## src/hdl/bfa_pkg.sv

```systemverilog
package bfa_pkg;

  // Default bitmap depth in words.
  localparam int unsigned BITMAP_WORDS_DEF = 64;

  // Fixed geometry: 64-bit bitmap words, 4 KiB frames, 32-bit addresses.
  localparam int unsigned WORD_BITS   = 64;
  localparam int unsigned BIT_W       = 6;
  localparam int unsigned FRAME_SHIFT = 12;
  localparam int unsigned ADDR_W      = 32;
  localparam int unsigned CFG_W       = 7;
  localparam int unsigned IN_DATA_W   = 64;

  // Reset value of the words-in-use register.
  localparam logic [CFG_W-1:0] CFG_RESET = 7'd64;

  localparam logic [WORD_BITS-1:0] WORD_FULL = '1;

  typedef enum logic [1:0] {
    OP_ALLOC          = 2'd0,
    OP_RELEASE        = 2'd1,
    OP_FREE_REGION    = 2'd2,
    OP_RESERVE_REGION = 2'd3
  } opcode_e;

  typedef enum logic [1:0] {
    ST_OK       = 2'd0,
    ST_OOM      = 2'd1,
    ST_BAD_ADDR = 2'd2,
    ST_NOT_USED = 2'd3
  } status_e;

  // Commands from the controller to the datapath.
  typedef struct packed {
    logic clear;
    logic load;
    logic prep;
    logic run;
    logic restart;
    logic out_load;
  } bfa_cmd_t;

  // Status from the datapath to the controller.
  typedef struct packed {
    logic clear_done;
    logic finished;
    logic retry;
    logic out_free;
  } bfa_sts_t;

endpackage

```

## src/hdl/bitmap_frame_allocator_top.sv

```systemverilog
// Allocate scans the bitmap from the search start up to the words in use, and wraps once to
// word zero when no clear bit was found and the start was not word zero; one bitmap word is read per cycle from memory.
// Release touches at most one word; a region touches its words, one read-modify-write per cycle.
// One request is worked at a time; the next is accepted while a result waits in the output.
// After reset a clearing pass writes every bitmap word to all used, during which no request
// is accepted; configuration writes are taken at any time.
module bitmap_frame_allocator_top #(
  parameter int unsigned BITMAP_WORDS = bfa_pkg::BITMAP_WORDS_DEF
) (
  input  logic                           clk_i,
  input  logic                           rst_ni,
  input  logic                           s_axis_tvalid_i,
  output logic                           s_axis_tready_o,
  // byte_address [31:0], byte_length [63:32]
  input  logic [bfa_pkg::IN_DATA_W-1:0]  s_axis_tdata_i,
  // opcode [1:0]
  input  logic [1:0]                     s_axis_tuser_i,
  output logic                           m_axis_tvalid_o,
  input  logic                           m_axis_tready_i,
  // frame_address [31:0]
  output logic [bfa_pkg::ADDR_W-1:0]     m_axis_tdata_o,
  // status [1:0]
  output logic [1:0]                     m_axis_tuser_o,
  input  logic                           cfg_valid_i,
  output logic                           cfg_ready_o,
  input  logic [bfa_pkg::CFG_W-1:0]      cfg_data_i
);
  import bfa_pkg::*;

  bfa_cmd_t cmd;
  bfa_sts_t sts;

  // The words-in-use register always takes a write.
  assign cfg_ready_o = 1'b1;

  bfa_ctrl u_ctrl (
    .clk_i      (clk_i),
    .rst_ni     (rst_ni),
    .in_valid_i (s_axis_tvalid_i),
    .in_ready_o (s_axis_tready_o),
    .sts_i      (sts),
    .cmd_o      (cmd)
  );

  bfa_datapath #(
    .BITMAP_WORDS (BITMAP_WORDS)
  ) u_datapath (
    .clk_i        (clk_i),
    .rst_ni       (rst_ni),
    .cmd_i        (cmd),
    .sts_o        (sts),
    .in_opcode_i  (opcode_e'(s_axis_tuser_i)),
    .in_addr_i    (s_axis_tdata_i[ADDR_W-1:0]),
    .in_len_i     (s_axis_tdata_i[2*ADDR_W-1:ADDR_W]),
    .cfg_valid_i  (cfg_valid_i),
    .cfg_data_i   (cfg_data_i),
    .out_ready_i  (m_axis_tready_i),
    .out_valid_o  (m_axis_tvalid_o),
    .out_addr_o   (m_axis_tdata_o),
    .out_status_o (m_axis_tuser_o)
  );

endmodule

```

## src/hdl/bfa_datapath.sv

```systemverilog
module bfa_datapath #(
  parameter int unsigned BITMAP_WORDS = bfa_pkg::BITMAP_WORDS_DEF
) (
  input  logic                        clk_i,
  input  logic                        rst_ni,
  input  bfa_pkg::bfa_cmd_t           cmd_i,
  output bfa_pkg::bfa_sts_t           sts_o,
  input  bfa_pkg::opcode_e            in_opcode_i,
  input  logic [bfa_pkg::ADDR_W-1:0]  in_addr_i,
  input  logic [bfa_pkg::ADDR_W-1:0]  in_len_i,
  input  logic                        cfg_valid_i,
  input  logic [bfa_pkg::CFG_W-1:0]   cfg_data_i,
  input  logic                        out_ready_i,
  output logic                        out_valid_o,
  output logic [bfa_pkg::ADDR_W-1:0]  out_addr_o,
  output logic [1:0]                  out_status_o
);
  import bfa_pkg::*;

  localparam int unsigned WIDX = (BITMAP_WORDS > 1) ? $clog2(BITMAP_WORDS) : 1;
  localparam int unsigned WCNT = $clog2(BITMAP_WORDS + 1);
  localparam int unsigned CW   = 33;
  localparam int unsigned WLO  = FRAME_SHIFT + BIT_W;

  // Bitmap memory: one write and one registered read per cycle.
  logic [WORD_BITS-1:0] mem [BITMAP_WORDS];

  logic [CFG_W-1:0]     cfg_q;
  opcode_e              op_q;
  logic [ADDR_W-1:0]    addr_q, len_q;
  logic [WCNT-1:0]      ptr_q, ptr_d, lim_q, lim_d;
  logic [WIDX-1:0]      start_q, start_d;
  logic                 rvld_q;
  logic [WIDX-1:0]      rtag_q;
  logic [WORD_BITS-1:0] rdata_q;
  logic [BIT_W-1:0]     bit_q, bit_d, hm1_q, hm1_d;
  logic [WIDX-1:0]      first_word_q, first_word_d, last_word_q, last_word_d;
  logic [ADDR_W-1:0]    res_addr_q, res_addr_d;
  status_e              res_status_q, res_status_d;
  logic                 out_valid_q;
  logic [ADDR_W-1:0]    out_addr_q;
  status_e              out_status_q;

  logic [WCNT-1:0]      live_words;
  logic [CW-1:0]        frames;
  logic                 hit, issue, finished, retry;

  // Effective word count saturates at the bitmap depth.
  assign live_words = (32'(cfg_q) > BITMAP_WORDS) ? WCNT'(BITMAP_WORDS) : WCNT'(cfg_q);
  assign frames     = CW'(live_words) << BIT_W;

  // Release checks: alignment and range, word and bit of the frame.
  logic [ADDR_W-WLO-1:0] rel_word;
  logic                  rel_bad;
  assign rel_word = addr_q[ADDR_W-1:WLO];
  assign rel_bad  = (addr_q[FRAME_SHIFT-1:0] != '0) || (CW'(rel_word) >= CW'(live_words));

  // Region bounds: count rounded per opcode, end clipped to the frames in use.
  logic          round_up;
  logic [CW-1:0] first_frame, reg_sum, reg_end, reg_end_m1;
  logic          reg_empty;
  assign round_up    = (op_q == OP_RESERVE_REGION) && (len_q[FRAME_SHIFT-1:0] != '0);
  assign first_frame = CW'(addr_q[ADDR_W-1:FRAME_SHIFT]);
  assign reg_sum     = first_frame + CW'(len_q[ADDR_W-1:FRAME_SHIFT]) + CW'(round_up);
  assign reg_end     = (reg_sum > frames) ? frames : reg_sum;
  assign reg_empty   = first_frame >= reg_end;
  assign reg_end_m1  = reg_end - CW'(1);

  // Read issue and scan termination.
  assign hit      = rvld_q && (op_q == OP_ALLOC) && (rdata_q != WORD_FULL);
  assign issue    = cmd_i.run && !hit && (ptr_q < lim_q);
  assign finished = hit || (ptr_q >= lim_q);
  assign retry    = (op_q == OP_ALLOC) && !hit && (start_q != '0);

  // Lowest clear bit of the word just read.
  logic [BIT_W-1:0] zero_bit;
  always_comb begin
    zero_bit = '0;
    for (int i = WORD_BITS - 1; i >= 0; i--) begin
      if (!rdata_q[i]) begin
        zero_bit = BIT_W'(i);
      end
    end
  end

  // Region mask for the word just read.
  logic [BIT_W-1:0]     lo_eff, hm1_eff;
  logic [WORD_BITS-1:0] reg_mask;
  assign lo_eff   = (rtag_q == first_word_q) ? bit_q : '0;
  assign hm1_eff  = (rtag_q == last_word_q) ? hm1_q : BIT_W'(WORD_BITS - 1);
  assign reg_mask = (WORD_FULL << lo_eff) & (WORD_FULL >> (BIT_W'(WORD_BITS - 1) - hm1_eff));

  // Next-state logic for pointers, search start, bounds and result.
  logic                 wr_en;
  logic [WIDX-1:0]      wr_addr;
  logic [WORD_BITS-1:0] wr_data;

  always_comb begin
    ptr_d        = ptr_q;
    lim_d        = lim_q;
    start_d      = start_q;
    bit_d        = bit_q;
    hm1_d        = hm1_q;
    first_word_d = first_word_q;
    last_word_d  = last_word_q;
    res_addr_d   = res_addr_q;
    res_status_d = res_status_q;
    wr_en        = 1'b0;
    wr_addr      = rtag_q;
    wr_data      = rdata_q;

    if (cmd_i.clear) begin
      wr_en   = 1'b1;
      wr_addr = ptr_q[WIDX-1:0];
      wr_data = WORD_FULL;
      ptr_d   = ptr_q + WCNT'(1);
    end

    if (cmd_i.load) begin
      res_addr_d   = '0;
      res_status_d = ST_OK;
    end

    if (cmd_i.prep) begin
      bit_d        = addr_q[WLO-1:FRAME_SHIFT];
      hm1_d        = reg_end_m1[BIT_W-1:0];
      first_word_d = addr_q[WLO+WIDX-1:WLO];
      last_word_d  = reg_end_m1[BIT_W+WIDX-1:BIT_W];
      unique case (op_q)
        OP_ALLOC: begin
          ptr_d = WCNT'(start_q);
          lim_d = live_words;
        end
        OP_RELEASE: begin
          if (rel_bad) begin
            ptr_d        = '0;
            lim_d        = '0;
            res_status_d = ST_BAD_ADDR;
          end else begin
            ptr_d = WCNT'(rel_word[WIDX-1:0]);
            lim_d = WCNT'(rel_word[WIDX-1:0]) + WCNT'(1);
          end
        end
        OP_FREE_REGION, OP_RESERVE_REGION: begin
          if (reg_empty) begin
            ptr_d = '0;
            lim_d = '0;
          end else begin
            ptr_d = WCNT'(addr_q[WLO+WIDX-1:WLO]);
            lim_d = WCNT'(reg_end_m1[BIT_W+WIDX-1:BIT_W]) + WCNT'(1);
          end
        end
      endcase
    end

    if (issue) begin
      ptr_d = ptr_q + WCNT'(1);
    end

    // Act on the word that came back from memory.
    if (cmd_i.run && rvld_q) begin
      unique case (op_q)
        OP_ALLOC: begin
          if (hit) begin
            wr_en      = 1'b1;
            wr_data    = rdata_q | (WORD_BITS'(1) << zero_bit);
            start_d    = rtag_q;
            res_addr_d = ADDR_W'({rtag_q, zero_bit}) << FRAME_SHIFT;
          end
        end
        OP_RELEASE: begin
          if (rdata_q[bit_q]) begin
            wr_en   = 1'b1;
            wr_data = rdata_q & ~(WORD_BITS'(1) << bit_q);
            start_d = rtag_q;
          end else begin
            res_status_d = ST_NOT_USED;
          end
        end
        OP_FREE_REGION: begin
          wr_en   = 1'b1;
          wr_data = rdata_q & ~reg_mask;
        end
        OP_RESERVE_REGION: begin
          wr_en   = 1'b1;
          wr_data = rdata_q | reg_mask;
        end
      endcase
    end

    // Failed pass: either start over from word zero or report out of memory.
    if (cmd_i.restart) begin
      ptr_d   = '0;
      start_d = '0;
    end else if (cmd_i.run && finished && (op_q == OP_ALLOC) && !hit && !retry) begin
      res_status_d = ST_OOM;
      res_addr_d   = '0;
    end
  end

  // Control registers.
  always_ff @(posedge clk_i or negedge rst_ni) begin
    if (!rst_ni) begin
      cfg_q       <= CFG_RESET;
      ptr_q       <= '0;
      lim_q       <= '0;
      start_q     <= '0;
      rvld_q      <= 1'b0;
      out_valid_q <= 1'b0;
    end else begin
      if (cfg_valid_i) begin
        cfg_q <= cfg_data_i;
      end
      ptr_q   <= ptr_d;
      lim_q   <= lim_d;
      start_q <= start_d;
      rvld_q  <= issue;
      if (cmd_i.out_load) begin
        out_valid_q <= 1'b1;
      end else if (out_ready_i) begin
        out_valid_q <= 1'b0;
      end
    end
  end

  // Payload registers.
  always_ff @(posedge clk_i) begin
    if (cmd_i.load) begin
      op_q   <= in_opcode_i;
      addr_q <= in_addr_i;
      len_q  <= in_len_i;
    end
    bit_q        <= bit_d;
    hm1_q        <= hm1_d;
    first_word_q <= first_word_d;
    last_word_q  <= last_word_d;
    res_addr_q   <= res_addr_d;
    res_status_q <= res_status_d;
    if (cmd_i.out_load) begin
      out_addr_q   <= res_addr_q;
      out_status_q <= res_status_q;
    end
  end

  // Bitmap memory write and registered read.
  always_ff @(posedge clk_i) begin
    if (wr_en) begin
      mem[wr_addr] <= wr_data;
    end
    if (issue) begin
      rdata_q <= mem[ptr_q[WIDX-1:0]];
      rtag_q  <= ptr_q[WIDX-1:0];
    end
  end

  assign sts_o.clear_done = (ptr_q == WCNT'(BITMAP_WORDS - 1));
  assign sts_o.finished   = finished;
  assign sts_o.retry      = retry;
  assign sts_o.out_free   = !out_valid_q || out_ready_i;

  assign out_valid_o  = out_valid_q;
  assign out_addr_o   = out_addr_q;
  assign out_status_o = out_status_q;

endmodule

```

## src/hdl/bfa_ctrl.sv

```systemverilog
module bfa_ctrl (
  input  logic              clk_i,
  input  logic              rst_ni,
  input  logic              in_valid_i,
  output logic              in_ready_o,
  input  bfa_pkg::bfa_sts_t sts_i,
  output bfa_pkg::bfa_cmd_t cmd_o
);
  import bfa_pkg::*;

  typedef enum logic [4:0] {
    S_CLEAR = 5'b00001,
    S_IDLE  = 5'b00010,
    S_PREP  = 5'b00100,
    S_RUN   = 5'b01000,
    S_RESP  = 5'b10000
  } state_e;

  state_e state_q, state_d;

  // Clearing pass after reset, then sequencing of one request: capture, prepare bounds, scan, hand off result.
  always_comb begin
    state_d    = state_q;
    cmd_o      = '0;
    in_ready_o = 1'b0;
    unique case (state_q)
      S_CLEAR: begin
        cmd_o.clear = 1'b1;
        if (sts_i.clear_done) begin
          state_d = S_IDLE;
        end
      end
      S_IDLE: begin
        in_ready_o = 1'b1;
        if (in_valid_i) begin
          cmd_o.load = 1'b1;
          state_d    = S_PREP;
        end
      end
      S_PREP: begin
        cmd_o.prep = 1'b1;
        state_d    = S_RUN;
      end
      S_RUN: begin
        cmd_o.run = 1'b1;
        if (sts_i.finished) begin
          if (sts_i.retry) begin
            cmd_o.restart = 1'b1;
          end else begin
            state_d = S_RESP;
          end
        end
      end
      S_RESP: begin
        if (sts_i.out_free) begin
          cmd_o.out_load = 1'b1;
          state_d        = S_IDLE;
        end
      end
      default: begin
        state_d = S_IDLE;
      end
    endcase
  end

  always_ff @(posedge clk_i or negedge rst_ni) begin
    if (!rst_ni) begin
      state_q <= S_CLEAR;
    end else begin
      state_q <= state_d;
    end
  end

endmodule

```

## config.mk

```make
export PLATFORM = sky130hd
export DESIGN_NAME = bitmap_frame_allocator_top
export DESIGN_NICKNAME = d
export VERILOG_FILES = /design/src/hdl/bfa_pkg.sv /design/src/hdl/bitmap_frame_allocator_top.sv /design/src/hdl/bfa_datapath.sv /design/src/hdl/bfa_ctrl.sv
export SDC_FILE = /design/constraint.sdc
export NUM_CORES = 2
export LEC_CHECK = 0
export BUFFER_PORTS_ARGS = -buffer_cell sky130_fd_sc_hd__clkbuf_2
export CORE_ASPECT_RATIO = 1.2
export CORE_MARGIN = 5
export CORE_UTILIZATION = 50
export DETAILED_ROUTE_END_ITERATION = 8
export GPL_TIMING_DRIVEN = 0
export PLACE_DENSITY_LB_ADDON = 0.08
export SLEW_MARGIN = 20
export SYNTH_ARGS = -nofsm -noshare
export SYNTH_HDL_FRONTEND = slang
export SYNTH_SLANG_ARGS = --single-unit
```

## constraint.sdc

```tcl
create_clock -name clk_i -period 19.2 [get_ports clk_i]
set_input_delay 0.96 -clock clk_i [delete_from_list [all_inputs] [get_ports clk_i]]
set_output_delay 0.96 -clock clk_i [all_outputs]
set_load 0.005 [all_outputs]
```

==> metrics.csv <==
metric;value;unit
outcome;finished with violations;
violated checks;DRC;
Yosys top cell by area;edfxtp_1;
Hold Vio Cnt, Final;0;
Setup Fix Bufs, Post-CTS;0;
vias in the first global route;90500;
first-pass detailed-route iteration total;8;
dpl cell area;189000;µm²
layout cells sized above 1;31.4;%
CTS tree;built;
Clk Latency, worst-skew pair;1000;ps
Post-synth EDFFs;4290;
die area;357000;µm²
Syn Inst Count;7808;
first-iteration detailed-routing DRC count;11700;
PwrDens;138;nW/µm²
Sw Ratio;31.5;%
Clock Skews;68.0;ps
GP Congestion;1.00;
Antenna Nets Post-Route;0;
Yosys reg bits;4358;
RSZ-0062 raised after global routing;false;
initial antenna violation count;39;
max-slew violations;0;
largest net degree at the start of global routing;65;
drt drc;3;
Die W;547;µm
crit path kind;reg2reg;
Mapped Area;173000;µm²
IO Port Bufs;112;
number of gates resized after cts;0;
wire per inst;41.8;µm
Cell Int Power;0.0191;W
Rel. slew slack;15.7;%
worst setup slack after layout;7890;ps
multi-input logic area;41500;µm²
Sequential Power Share;39.2;%
Reg area;130000;µm²
die span in y;654;µm
Fmax achieved;0.0884;GHz
Core Util, Final;58.8;%
Rows;236;
Detailed Route WL;572;mm
Layout area overhead;17.2;%
Data required, critical path;20100;ps
I/O pins;115;
sequential area share after synthesis;75.5;%
fin crit period;11310;ps
crit start category;flop;
fin crit share;58.9;%
Synth top area share;74.6;%
DR vias/cell;6.66;
crit path max-delay cell type;a2111oi_2;
part of the power in combinational logic;31.2;%
share of power burned in the clock network;29.7;%
worst stage delay on the critical path;720;ps
Area contributors post-synth;edfxtp_1 (75%), mux4_2 (18%), clkbuf_1 (0.71%);
synthesized area per cell;22.1;µm²
Synth Flop Type;edfxtp_1;
total core area;344000;µm²
Slew @ Worst Pin;1270;ps
worst r2r path cells;37;
post-detail-place hpwl;410;mm
Warnings, synthesis;0;
Synth cell types;93;
NumNets Final;8915;
first-pass GRT wire length;774;mm
# setup viols final;0;
CTS buffer count;428;
Peak VDD IR;0.117;mV
hold buffers post-CTS;0;
Critical Path AT;12200;ps
Clock Tree Buf Depth;4;
pre-CTS setup slack;7840;ps
synth cell count leaders;edfxtp_1 (4290), mux4_2 (1365), clkbuf_1 (327);
CP Max Fanout;10;
LEAKAGE;63.3;nW
Sinks on Clock Net;4358;
GRT Total Usage;31.9;%
nature of the critical path endpoint;flop;
CTS H-tree depth;5;
fillers;24800;
setup tns final;0;ps
HP Class;in2async;
Synth async-reset ratio;0.780;%
Clk pin slew, worst setup/hold paths;80;ps
worst hold-check slack;135;ps
Vias;91200;
final global-route overflow total;0;
NetSw;0.00881;W
Root Driver;clkbuf_16;
Starting Density;50.2;%
count leader, synth;edfxtp_1;
CP dominant cell by count;o21a_1;
post-route cell area;203000;µm²
Max-Cap Viols;0;
## power groups by stage
stage               Combinational [W]  Sequential [W]  Clock (W)
global placement              0.00838          0.0112          0
global route                  0.00904          0.0109    0.00881
floorplan                     0.00503          0.0111          0
CTS                           0.00878          0.0109    0.00841
finish                        0.00870          0.0109    0.00828
detailed placement            0.00875          0.0111          0
## state kept, by name, indices dropped and copies added, names as in the netlist, 5 cells and up
register and flops:
u_datapath.cfg_q 7, u_datapath.first_word_q 6, u_datapath.bit_q 6, u_datapath.start_q 6, u_datapath.len_q 32, u_datapath.rtag_q 6, u_datapath.rdata_q 64, u_datapath.res_addr_q 32
u_ctrl.state_q 5, u_datapath.lim_q 7, u_datapath.addr_q 32, u_datapath.mem 4096, u_datapath.hm1_q 6, u_datapath.last_word_q 6, u_datapath.out_addr_o 32, u_datapath.ptr_q 7
## metal layers
metal | part of all wire [%] | up-vias | wire [µm] | global-route usage (%)
li1 | - | 35400 | - | -
met1 | 38 | 49900 | 219000 | 43.3
met2 | 48 | 4892 | 273000 | 50.8
met3 | 8.9 | 920 | 50800 | 6.84
met4 | 5.0 | 14 | 28900 | 13.4
met5 | 0.015 | - | 84 | 0
## metrics by stage
step	cells	power [W]
3_5_place_dp	12900	0.0199
2_1_floorplan	7815	0.0161
4_1_cts	13600	0.0281
5_1_grt	13700	0.0288
6_report	13700	0.0279
3_3_place_gp	12400	0.0196
## cells in the final DEF, fill, tap and decap left out, drive strengths merged, types with 28 or more instances in the layout
cell type	n
nor3	50
o211ai	50
dfxtp	34
mux2i	36
a31oi	41
diode	34
xnor2	30
o21ai	182
nand2	254
and2	33
buf	497
o21a	28
clkbuf	964
mux4	1365
bufinv	40
inv	83
edfxtp	4290
nor2	204
a21oi	134
nand4	35
clkinv	203
ha	67
nand3	73
dfrtp	32
## cell families after synthesis
kind of cell | Yosys count | synth area share, %
DFF | 4358 | 75.5
other | 1 | 0.00217
xor gates and xnor gates | 52 | 0.272
muxes | 1417 | 18.1
adders and majority gates | 68 | 0.497
buffers and inverters | 495 | 1.09
and+or+nand+nor | 773 | 2.11
AOI/OAI and AO/OA | 644 | 2.46
## path summary, 6_finish.rpt
| kind | start | to | slack (ps) |
|---|---|---|---|
| max in group asynchronous | rst_ni | u_datapath.cfg_q[2]$_DFFE_PN0P_ | 18440 |
| max | u_datapath.op_q[1]$_DFFE_PP_ | u_datapath.ptr_q[2]$_DFFE_PN0P_ | 7890 |
| min in group clk_i | s_axis_tdata_i[14] | u_datapath.addr_q[14]$_DFFE_PP_ | 140 |
| min reg2reg | u_datapath.res_addr_q[24]$_DFF_P_ | u_datapath.out_addr_o[24]$_DFFE_PP_ | 420 |
| max reg2reg | u_datapath.op_q[1]$_DFFE_PP_ | u_datapath.ptr_q[2]$_DFFE_PN0P_ | 7890 |
| min | rst_ni | u_datapath.rvld_q$_DFF_PN0_ | 140 |
## critical path, delay by kind of cell (launching register included)
kind / cells / cell delay (ps)
adders and majority gates: 4 / 1270
AOI/OAI and AO/OA: 17 / 4250
DFF: 1 / 330
buffers and inverters: 7 / 3270
xor gates and xnor gates: 1 / 630
and+or+nand+nor: 8 / 1410
## cell type report
type                       instances  share of cell area [%]
sequential                      4358                    64.4
multi-input combinational       2962                    20.5
clock buffer                     509                    5.50
timing repair buffer             524                    4.48
tap                             4522                    2.79
clock inverter                   278                    1.29
buffer                           428                   0.920
inverter                          67                   0.125
antenna                           34                  0.0420
(Power assumes the default switching activity.)
